**config.mk**
```make
export PLATFORM = sky130hd
export DESIGN_NAME = modular_arithmetic_unit
export DESIGN_NICKNAME = d
export VERILOG_FILES = /design/src/hdl/mau_pkg.sv /design/src/hdl/mau_if.sv /design/src/hdl/modular_arithmetic_unit.sv /design/src/hdl/mau_mulmod.sv /design/src/hdl/mau_reduce.sv
export SDC_FILE = /design/constraint.sdc
export NUM_CORES = 2
export LEC_CHECK = 0
export BUFFER_PORTS_ARGS = -buffer_cell sky130_fd_sc_hd__buf_2
export CAP_MARGIN = 20
export CORE_MARGIN = 2
export CORE_UTILIZATION = 62
export CTS_CLUSTER_SIZE = 10
export DETAILED_ROUTE_END_ITERATION = 16
export PLACE_DENSITY = 0.79
export SYNTH_ARGS = -nofsm -noshare
export SYNTH_HDL_FRONTEND = slang
export SYNTH_SLANG_ARGS = --single-unit
```
**constraint.sdc**
```tcl
create_clock -name clock -period 9.71 [get_ports clock]
set_input_delay 1.942 -clock clock [delete_from_list [all_inputs] [get_ports clock]]
set_output_delay 1.942 -clock clock [all_outputs]
set_load 0.005 [all_outputs]
```
**src/hdl/mau_pkg.sv**
```systemverilog
// Shared types and constants for the modular arithmetic unit.
package mau_pkg;
   localparam int unsigned RES_W = 31;
   localparam int unsigned OP_W = 3;
   localparam int unsigned EXP_W = 63;
   localparam logic [RES_W-1:0] MODULUS_RESET = 31'd1000000007;

   typedef enum logic [OP_W-1:0] {
      OP_ADD = 3'd0,
      OP_SUB = 3'd1,
      OP_MUL = 3'd2,
      OP_DIV = 3'd3,
      OP_POW = 3'd4,
      OP_INV = 3'd5,
      OP_NEG = 3'd6,
      OP_BAD = 3'd7
   } op_type;

   typedef enum logic [3:0] {
      ST_IDLE,
      ST_RED_A,
      ST_RED_B,
      ST_DISPATCH,
      ST_EXP_BIT,
      ST_MUL_ACC,
      ST_MUL_SQ,
      ST_FINAL_MUL,
      ST_DONE
   } state_type;

   // Request to the bit-serial multiplier: computes (z * 2^RES_W + x * y) mod m.
   typedef struct packed {
      logic             start;
      logic [RES_W-1:0] x;
      logic [RES_W-1:0] y;
      logic [RES_W-1:0] z;
   } mulreq_type;

   typedef struct packed {
      logic             busy;
      logic             done;
      logic [RES_W-1:0] result;
   } mulrsp_type;
endpackage

```
**src/hdl/mau_if.sv**
```systemverilog
// Valid/ready channel interface carrying a payload.
interface mau_if #(parameter type payload_type = logic) ();
   logic        valid;
   logic        ready;
   payload_type payload;
   modport source (output valid, output payload, input ready);
   modport sink (input valid, input payload, output ready);
endinterface

```
**src/hdl/modular_arithmetic_unit.sv**
```systemverilog
// Top level of the modular arithmetic unit.
// Usage: present op, operand_a, operand_b and exponent on the req channel
// (valid/ready); one residue returns on the rsp channel for each transfer.
// The modulus is written through csr_write_enable/csr_write_data; the user must
// do so only while the unit is idle (not enforced here); it resets to 1000000007.
// One item at a time: req_ready is high only while the sequencer is idle.
// Sequence: both operands are reduced modulo the modulus, then add, sub and
// negate finish without a product; mul runs one product; pow runs a
// square-and-multiply loop over the EXP_BITS exponent bits (one bit-serial
// multiplier, used for the multiply and the square of each exponent bit);
// inverse and divide run the same loop over the bits of modulus minus 2,
// divide adds one more product.
// A modulus below two returns 0 for every opcode.
// Reset is synchronous and clears the sequencer and the rsp valid flag.
// When the receiver stalls, the result waits in the rsp output register
// and no new request is taken until it has been transferred.
module modular_arithmetic_unit #(
   parameter int unsigned EXP_BITS = 63
) (
   input  logic                      clock,
   input  logic                      reset,
   input  logic                      req_valid,
   output logic                      req_ready,
   input  logic [mau_pkg::OP_W-1:0]  req_op,
   input  logic [mau_pkg::RES_W-1:0] req_operand_a,
   input  logic [mau_pkg::RES_W-1:0] req_operand_b,
   input  logic [EXP_BITS-1:0]       req_exponent,
   output logic                      rsp_valid,
   input  logic                      rsp_ready,
   output logic [mau_pkg::RES_W-1:0] rsp_residue,
   input  logic                      csr_write_enable,
   input  logic [mau_pkg::RES_W-1:0] csr_write_data
);
   localparam int unsigned W = mau_pkg::RES_W;
   localparam int unsigned EB = (EXP_BITS > W) ? EXP_BITS : W;
   localparam int unsigned ECW = $clog2(EB + 1);

   typedef struct packed {
      logic [mau_pkg::OP_W-1:0] op;
      logic [W-1:0]             a;
      logic [W-1:0]             b;
      logic [EXP_BITS-1:0]      e;
   } req_type;

   mau_if #(.payload_type(req_type))      req_ch ();
   mau_if #(.payload_type(logic [W-1:0])) rsp_ch ();

   assign req_ch.valid = req_valid;
   assign req_ch.payload = '{op: req_op, a: req_operand_a, b: req_operand_b,
                             e: req_exponent};
   assign req_ready = req_ch.ready;
   assign rsp_valid = rsp_ch.valid;
   assign rsp_residue = rsp_ch.payload;
   assign rsp_ch.ready = rsp_ready;

   mau_pkg::state_type state_ff, state_in;
   logic [W-1:0]        mod_ff;
   logic [W-1:0]        a_ff, b_ff, acc_ff, sq_ff;
   logic [EB-1:0]       e_ff;
   logic [ECW-1:0]      ecnt_ff;
   mau_pkg::op_type     op_ff;
   logic                rvalid_ff;
   logic [W-1:0]        rdata_ff;

   logic                red_start, red_done;
   logic [W-1:0]        red_value, red_result;
   mau_pkg::mulreq_type mreq;
   mau_pkg::mulrsp_type mrsp;

   logic take, mod_small, zero_inv;
   logic [W-1:0] sum_ab, sub_ab, neg_a, early_res;
   logic [W:0]   s_add, s_sub;

   assign take = req_ch.valid && req_ch.ready;
   assign mod_small = (mod_ff < W'(2));
   assign req_ch.ready = (state_ff == mau_pkg::ST_IDLE) && !rvalid_ff;

   always_ff @(posedge clock) begin
      if (reset) mod_ff <= mau_pkg::MODULUS_RESET;
      else if (csr_write_enable) mod_ff <= csr_write_data;
   end

   mau_reduce u_reduce (
      .clock(clock), .reset(reset), .modulus(mod_ff), .start(red_start),
      .value(red_value), .done(red_done), .result(red_result)
   );

   mau_mulmod u_mulmod (
      .clock(clock), .reset(reset), .modulus(mod_ff), .req(mreq), .rsp(mrsp)
   );

   always_comb begin
      s_add = {1'b0, a_ff} + {1'b0, b_ff};
      sum_ab = (s_add >= {1'b0, mod_ff}) ? W'(s_add - {1'b0, mod_ff}) : s_add[W-1:0];
      s_sub = {1'b0, a_ff} + ({1'b0, mod_ff} - {1'b0, b_ff});
      sub_ab = (s_sub >= {1'b0, mod_ff}) ? W'(s_sub - {1'b0, mod_ff}) : s_sub[W-1:0];
      neg_a = (a_ff == '0) ? '0 : mod_ff - a_ff;
      case (op_ff)
         mau_pkg::OP_ADD: early_res = sum_ab;
         mau_pkg::OP_SUB: early_res = sub_ab;
         mau_pkg::OP_NEG: early_res = neg_a;
         default:         early_res = '0;
      endcase
      zero_inv = ((op_ff == mau_pkg::OP_INV) && (a_ff == '0)) ||
                 ((op_ff == mau_pkg::OP_DIV) && (b_ff == '0));
   end

   // next state
   always_comb begin
      state_in = state_ff;
      case (state_ff)
         mau_pkg::ST_IDLE:
            if (take) state_in = mau_pkg::ST_RED_A;
         mau_pkg::ST_RED_A:
            if (mod_small) state_in = mau_pkg::ST_DONE;
            else if (red_done) state_in = mau_pkg::ST_RED_B;
         mau_pkg::ST_RED_B:
            if (red_done) state_in = mau_pkg::ST_DISPATCH;
         mau_pkg::ST_DISPATCH:
            case (op_ff)
               mau_pkg::OP_MUL: state_in = mau_pkg::ST_FINAL_MUL;
               mau_pkg::OP_POW, mau_pkg::OP_INV, mau_pkg::OP_DIV:
                  state_in = zero_inv ? mau_pkg::ST_DONE : mau_pkg::ST_EXP_BIT;
               default: state_in = mau_pkg::ST_DONE;
            endcase
         mau_pkg::ST_EXP_BIT:
            if (ecnt_ff == '0)
               state_in = (op_ff == mau_pkg::OP_DIV) ? mau_pkg::ST_FINAL_MUL
                                                     : mau_pkg::ST_DONE;
            else if (e_ff[0]) state_in = mau_pkg::ST_MUL_ACC;
            else state_in = mau_pkg::ST_MUL_SQ;
         mau_pkg::ST_MUL_ACC:
            if (mrsp.done) state_in = mau_pkg::ST_MUL_SQ;
         mau_pkg::ST_MUL_SQ:
            if (mrsp.done) state_in = mau_pkg::ST_EXP_BIT;
         mau_pkg::ST_FINAL_MUL:
            if (mrsp.done) state_in = mau_pkg::ST_DONE;
         mau_pkg::ST_DONE:
            state_in = mau_pkg::ST_IDLE;
         default: state_in = mau_pkg::ST_IDLE;
      endcase
   end

   // outputs to the serial units
   always_comb begin
      red_start = 1'b0;
      red_value = a_ff;
      mreq = '0;
      if (state_ff == mau_pkg::ST_IDLE && take) begin
         red_start = 1'b1;
         red_value = req_ch.payload.a;
      end
      if (state_ff == mau_pkg::ST_RED_A && red_done && !mod_small) begin
         red_start = 1'b1;
         red_value = b_ff;
      end
      if ((state_ff == mau_pkg::ST_DISPATCH && op_ff == mau_pkg::OP_MUL)) begin
         mreq.start = 1'b1; mreq.x = a_ff; mreq.y = b_ff;
      end
      if (state_ff == mau_pkg::ST_EXP_BIT && ecnt_ff != '0) begin
         mreq.start = 1'b1;
         mreq.x = e_ff[0] ? acc_ff : sq_ff;
         mreq.y = sq_ff;
      end
      if (state_ff == mau_pkg::ST_EXP_BIT && ecnt_ff == '0 &&
          op_ff == mau_pkg::OP_DIV) begin
         mreq.start = 1'b1; mreq.x = a_ff; mreq.y = acc_ff;
      end
      if (state_ff == mau_pkg::ST_MUL_ACC && mrsp.done) begin
         mreq.start = 1'b1; mreq.x = sq_ff; mreq.y = sq_ff;
      end
   end

   always_ff @(posedge clock) begin
      if (reset) begin
         state_ff  <= mau_pkg::ST_IDLE;
         rvalid_ff <= 1'b0;
      end else begin
         state_ff <= state_in;
         if (state_ff == mau_pkg::ST_DONE) rvalid_ff <= 1'b1;
         else if (rvalid_ff && rsp_ch.ready) rvalid_ff <= 1'b0;
      end
   end

   always_ff @(posedge clock) begin
      case (state_ff)
         mau_pkg::ST_IDLE:
            if (take) begin
               op_ff <= mau_pkg::op_type'(req_ch.payload.op);
               b_ff  <= req_ch.payload.b;
               e_ff  <= EB'(req_ch.payload.e);
            end
         mau_pkg::ST_RED_A:
            if (red_done) a_ff <= red_result;
         mau_pkg::ST_RED_B:
            if (red_done) begin
               b_ff <= red_result;
               acc_ff <= W'(1);
               ecnt_ff <= (op_ff != mau_pkg::OP_POW) ? ECW'(W) : ECW'(EXP_BITS);
               if (op_ff != mau_pkg::OP_POW) e_ff <= EB'(mod_ff - W'(2));
            end
         mau_pkg::ST_DISPATCH:
            sq_ff <= (op_ff == mau_pkg::OP_DIV) ? b_ff : a_ff;
         mau_pkg::ST_EXP_BIT:
            if (ecnt_ff != '0) begin
               ecnt_ff <= ecnt_ff - 1'b1;
               e_ff <= e_ff >> 1;
            end
         mau_pkg::ST_MUL_ACC:
            if (mrsp.done) acc_ff <= mrsp.result;
         mau_pkg::ST_MUL_SQ:
            if (mrsp.done) sq_ff <= mrsp.result;
         mau_pkg::ST_FINAL_MUL:
            if (mrsp.done) acc_ff <= mrsp.result;
         default: ;
      endcase
      if (state_ff == mau_pkg::ST_DONE) begin
         if (mod_small || zero_inv) rdata_ff <= '0;
         else case (op_ff)
            mau_pkg::OP_ADD, mau_pkg::OP_SUB, mau_pkg::OP_NEG: rdata_ff <= early_res;
            mau_pkg::OP_MUL, mau_pkg::OP_DIV, mau_pkg::OP_POW,
            mau_pkg::OP_INV: rdata_ff <= acc_ff;
            default: rdata_ff <= '0;
         endcase
      end
   end

   assign rsp_ch.valid = rvalid_ff;
   assign rsp_ch.payload = rdata_ff;

`ifndef SYNTHESIS
   a_no_take_busy: assert property (@(posedge clock) disable iff (reset)
      (state_ff != mau_pkg::ST_IDLE) |-> !req_ready)
      else $error("request taken while busy");
   a_result_range: assert property (@(posedge clock) disable iff (reset)
      (rvalid_ff && !mod_small) |-> (rdata_ff < mod_ff))
      else $error("residue not below modulus");
   a_done_sets_valid: assert property (@(posedge clock) disable iff (reset)
      (state_ff == mau_pkg::ST_DONE) |=> rvalid_ff)
      else $error("result lost");
`endif
endmodule

```
**src/hdl/mau_mulmod.sv**
```systemverilog
// Bit-serial modular multiply-add: one multiplier bit per cycle, MSB first.
module mau_mulmod (
   input  logic                        clock,
   input  logic                        reset,
   input  logic [mau_pkg::RES_W-1:0]   modulus,
   input  mau_pkg::mulreq_type         req,
   output mau_pkg::mulrsp_type         rsp
);
   localparam int unsigned W = mau_pkg::RES_W;
   localparam int unsigned CW = $clog2(W + 1);

   logic [W-1:0]  x_ff, y_ff, acc_ff, acc_in;
   logic [CW-1:0] cnt_ff;
   logic          busy_ff, done_ff;
   logic [W+1:0]  dbl, dbl_red, add, add_red;

   // acc = 2*acc mod m, then + x if the current y bit is set (operands below m)
   always_comb begin
      dbl = {2'b0, acc_ff} << 1;
      dbl_red = (dbl >= {2'b0, modulus}) ? dbl - {2'b0, modulus} : dbl;
      add = dbl_red + (y_ff[W-1] ? {2'b0, x_ff} : '0);
      add_red = (add >= {2'b0, modulus}) ? add - {2'b0, modulus} : add;
      acc_in = add_red[W-1:0];
   end

   always_ff @(posedge clock) begin
      if (reset) begin
         busy_ff <= 1'b0;
         done_ff <= 1'b0;
         cnt_ff  <= '0;
      end else begin
         done_ff <= 1'b0;
         if (req.start) begin
            busy_ff <= 1'b1;
            cnt_ff  <= CW'(W);
         end else if (busy_ff) begin
            cnt_ff <= cnt_ff - 1'b1;
            if (cnt_ff == CW'(1)) begin
               busy_ff <= 1'b0;
               done_ff <= 1'b1;
            end
         end
      end
   end

   always_ff @(posedge clock) begin
      if (req.start) begin
         x_ff   <= req.x;
         y_ff   <= req.y;
         acc_ff <= req.z;
      end else if (busy_ff) begin
         acc_ff <= acc_in;
         y_ff   <= y_ff << 1;
      end
   end

   assign rsp.busy = busy_ff;
   assign rsp.done = done_ff;
   assign rsp.result = acc_ff;
endmodule

```
**src/hdl/mau_reduce.sv**
```systemverilog
// Bit-serial reduction of a 31-bit operand modulo m, one bit per cycle.
module mau_reduce (
   input  logic                      clock,
   input  logic                      reset,
   input  logic [mau_pkg::RES_W-1:0] modulus,
   input  logic                      start,
   input  logic [mau_pkg::RES_W-1:0] value,
   output logic                      done,
   output logic [mau_pkg::RES_W-1:0] result
);
   localparam int unsigned W = mau_pkg::RES_W;
   localparam int unsigned CW = $clog2(W + 1);

   logic [W-1:0]  v_ff, r_ff;
   logic [CW-1:0] cnt_ff;
   logic          busy_ff, done_ff;
   logic [W:0]    sh, sh_red;

   // shift in the next bit, subtract m once (remainder stays below m)
   always_comb begin
      sh = {r_ff, v_ff[W-1]};
      sh_red = (sh >= {1'b0, modulus}) ? sh - {1'b0, modulus} : sh;
   end

   always_ff @(posedge clock) begin
      if (reset) begin
         busy_ff <= 1'b0;
         done_ff <= 1'b0;
         cnt_ff  <= '0;
      end else begin
         done_ff <= 1'b0;
         if (start) begin
            busy_ff <= 1'b1;
            cnt_ff  <= CW'(W);
         end else if (busy_ff) begin
            cnt_ff <= cnt_ff - 1'b1;
            if (cnt_ff == CW'(1)) begin
               busy_ff <= 1'b0;
               done_ff <= 1'b1;
            end
         end
      end
   end

   always_ff @(posedge clock) begin
      if (start) begin
         v_ff <= value;
         r_ff <= '0;
      end else if (busy_ff) begin
         v_ff <= v_ff << 1;
         r_ff <= sh_red[W-1:0];
      end
   end

   assign done = done_ff;
   assign result = r_ff;
endmodule

```
==> qor.yml <==
outcome:
  status: "finished, final reports clean"
cts:
  ctsResizeCount: 0
  worstSkewPairLatency_ns: 0.65
  clk_pin_slew_worst_paths_ns: 0.06
  postCtsSetupRepairBufs: 0
  cts_tree: "yes"
  clk_path_buf_depth: 3
  htree_levels: 2
  cts_buffers: 52
  cts_hold_buffers: 0
  root_buffer: "clkbuf_16"
  cts_num_sinks: 432
finish:
  multi_input_area_sq_mm: 0.0227
  area_growth_pct: 9.64
  fin_nets: 4836
  design_area_sq_mm: 0.0396
  drive_gt1_share_pct: 9.20
  largest_reg_flops: 63
  top_register: "e_ff"
  fillers: 4645
  final-seq-area_sq_mm: 0.0119
yosys:
  yosysWarnings: 0
  async_flop_share_pct: 0
  yosys_register_bits: 432
  postSynthAreaPerCell_sq_um: 8.60
  synth_cell_types: 91
  synth_edf_count: 320
  synth_area_sq_mm: 0.0361
  synth_fp_nets: 4684
  synthFlopType: "edfxtp_1"
  synth_cells: 4196
  ys_seq_area_share_pct: 32.8
grt:
  first_global_vias: 32100
  antenna_found_initial: 14
  grt_start_max_net_pins: 73
  grt.total_usage_pct: 42.7
  grt_first_pass_wirelength_microns: 193000
  grt_overflow_total: 0
routing:
  vias_per_cell: 6.70
  drc: 0
  routedWlPerCell_microns: 25.4
  ant_nets: 0
  drt_wl_total_microns: 131000
  drtPass1Iterations: 7
  num_vias: 34600
  drt-initial-drc-count: 4847
setup_path:
  critPathCaptureType: "flop"
  cp_slowest_cell: "a211oi_1"
  cp_max_fo: 29
  critPathKind: "flop to flop"
  start_kind: "flop"
  crit_arrival_ns: 9.04
  cp_slowest_stage_delay_ns: 0.53
  crit_required_ns: 10.24
placement:
  hpwl_microns: 100000
  pre_cts_ws_ns: 1.37
  placed_cell_area_sq_mm: 0.0380
  io_buffers: 196
  place_congestion: 1.07
power_and_ir_drop:
  cellLeakagePower_nw: 16.9
  powerDensity_mw_per_mm2: 395
  total_power_mw: 15.7
  ir_worst_vdd_mv: 0.404
timing:
  fmax_mhz: 117
  period_share_pct: 87.7
  finalSetupViolations: 0
  rsz0062_at_grt: "false"
  drv_slew: 0
  relSlewSlack_pct: 18.2
  finClkSkew_ns: 0.0630
  setup_tns_ns: 0
  max_slew.worst_pin.slew_ns: 1.22
  period_needed_ns: 8.52
  hold_viol_final: 0
  layout_setup_ws_ns: 1.19
worst_hold_path:
  hold_path.class: "flop to flop"
run:
  maxCapViolCount: 0
floorplan:
  core_area_sq_mm: 0.0576
  rows: 88
  die_height_microns: 245
  die_width_microns: 245
  dieArea_sq_mm: 0.0602
  io_pins: 197
  start_util_pct: 62.7
[final timing paths]
| path | from | endpoint | slack (ns) | cells after the start |
|---|---|---|---|---|
| worst max-delay path | mod_ff[8] | u_mulmod.acc_ff[0] | 1.19 | 30 |
| worst min register to register | u_reduce.result[23] | a_ff[23] | 0.50 | 0 |
| worst min-delay path | u_reduce.result[23] | a_ff[23] | 0.50 | 0 |
| worst max register to register | mod_ff[8] | u_mulmod.acc_ff[0] | 1.19 | 30 |
[through the flow]
step / cells / util (%) / hold slack [ns]
global route: 5164 / 68.7 / 0.522
global placement: 5058 / 65.9 / 0.474
CTS: 5155 / 68.7 / 0.500
detailed placement: 5058 / 65.9 / 0.487
finish: 5164 / 68.7 / 0.502
floorplan: 4196 / - / 0.432
[kinds of logic after synthesis]
logic type	after synthesis	share of synthesized area, %
AOI/OAI and AO/OA	1253	22.4
xor gates and xnor gates	258	6.26
adders and majority gates	324	12.0
buffers and inverters	413	4.51
DFF	432	32.8
muxes	152	4.26
and+or+nand+nor	1364	17.7
[placed cells by master, fill, tap and decap left out, types with 15 or more instances in the layout]
| master | instances |
|---|---|
| a211o_1 | 16 |
| a211oi_1 | 43 |
| a21o_1 | 118 |
| a21oi_1 | 282 |
| a221o_1 | 15 |
| a221oi_1 | 16 |
| a222oi_1 | 45 |
| a22oi_1 | 29 |
| a31oi_1 | 38 |
| and2_1 | 82 |
| and3_1 | 36 |
| buf_2 | 196 |
| buf_4 | 74 |
| clkbuf_1 | 32 |
| clkbuf_16 | 52 |
| dfxtp_1 | 112 |
| edfxtp_1 | 320 |
| fa_1 | 39 |
| ha_1 | 285 |
| inv_1 | 238 |
| mux2i_1 | 139 |
| nand2_1 | 550 |
| nand2b_1 | 28 |
| nand3_1 | 164 |
| nand4_1 | 34 |
| nor2_1 | 237 |
| nor2b_1 | 35 |
| nor3_1 | 78 |
| nor4_1 | 31 |
| o211ai_1 | 33 |
| o21a_1 | 46 |
| o21ai_0 | 361 |
| o21ai_1 | 18 |
| o21bai_1 | 37 |
| o22ai_1 | 25 |
| o31ai_1 | 16 |
| or3_1 | 19 |
| xnor2_1 | 173 |
| xor2_1 | 84 |
[report_power, final]
group          internal, mW  switching, mW
clock                  1.06          0.823
sequential             2.59          0.566
combinational          4.31           6.29
[layout make-up]
cell class / instances / share of cell area, %
tap: 765 / 2.42
timing repair buffer: 271 / 3.95
sequential: 432 / 29.9
clock inverter: 12 / 0.348
clock buffer: 85 / 3.63
multi-input combinational: 3351 / 57.4
antenna: 8 / 0.0506
inverter: 240 / 2.28
[cell usage after synthesis, types with 38 or more instances]
library cell / count / area share (%)
nand3_1: 164 / 2.3
edfxtp_1: 320 / 27
nand2_1: 553 / 5.7
nor2_1: 240 / 2.5
o21ai_0: 361 / 5.0
dfxtp_1: 112 / 6.2
o21a_1: 47 / 0.98
ha_1: 285 / 9.9
a21oi_1: 282 / 3.9
a211oi_1: 43 / 0.89
a31oi_1: 38 / 0.66
inv_1: 240 / 2.5
and2_1: 83 / 1.4
clkbuf_1: 149 / 1.5
fa_1: 39 / 2.2
nor3_1: 80 / 1.1
a21o_1: 118 / 2.5
xor2_1: 85 / 2.1
xnor2_1: 173 / 4.2
a222oi_1: 45 / 1.2
mux2i_1: 139 / 3.9
[worst max-delay path, delay by kind of cell, from the launching register on]
family | cells | cell delay (ns)
AO/OA/AOI/OAI | 14 | 4.43
XOR/XNOR | 1 | 0.19
adder cells (fa/ha/maj) | 3 | 1.07
buffers and inverters | 2 | 0.58
flip-flops | 1 | 0.41
multiplexers | 2 | 0.54
AND/OR/NAND/NOR | 8 | 1.14
[per-layer routing]
metal / vias to the layer above / GRT usage (%) / share of wire (%)
met2: 2287 / 61.9 / 41
li1: 15800 / - / -
met4: 2 / 28.8 / 8.0
met5: - / 0 / 0.0084
met3: 434 / 10.6 / 14
met1: 16100 / 56.1 / 37
No activity file was read; power rests on OpenSTA's default activity.
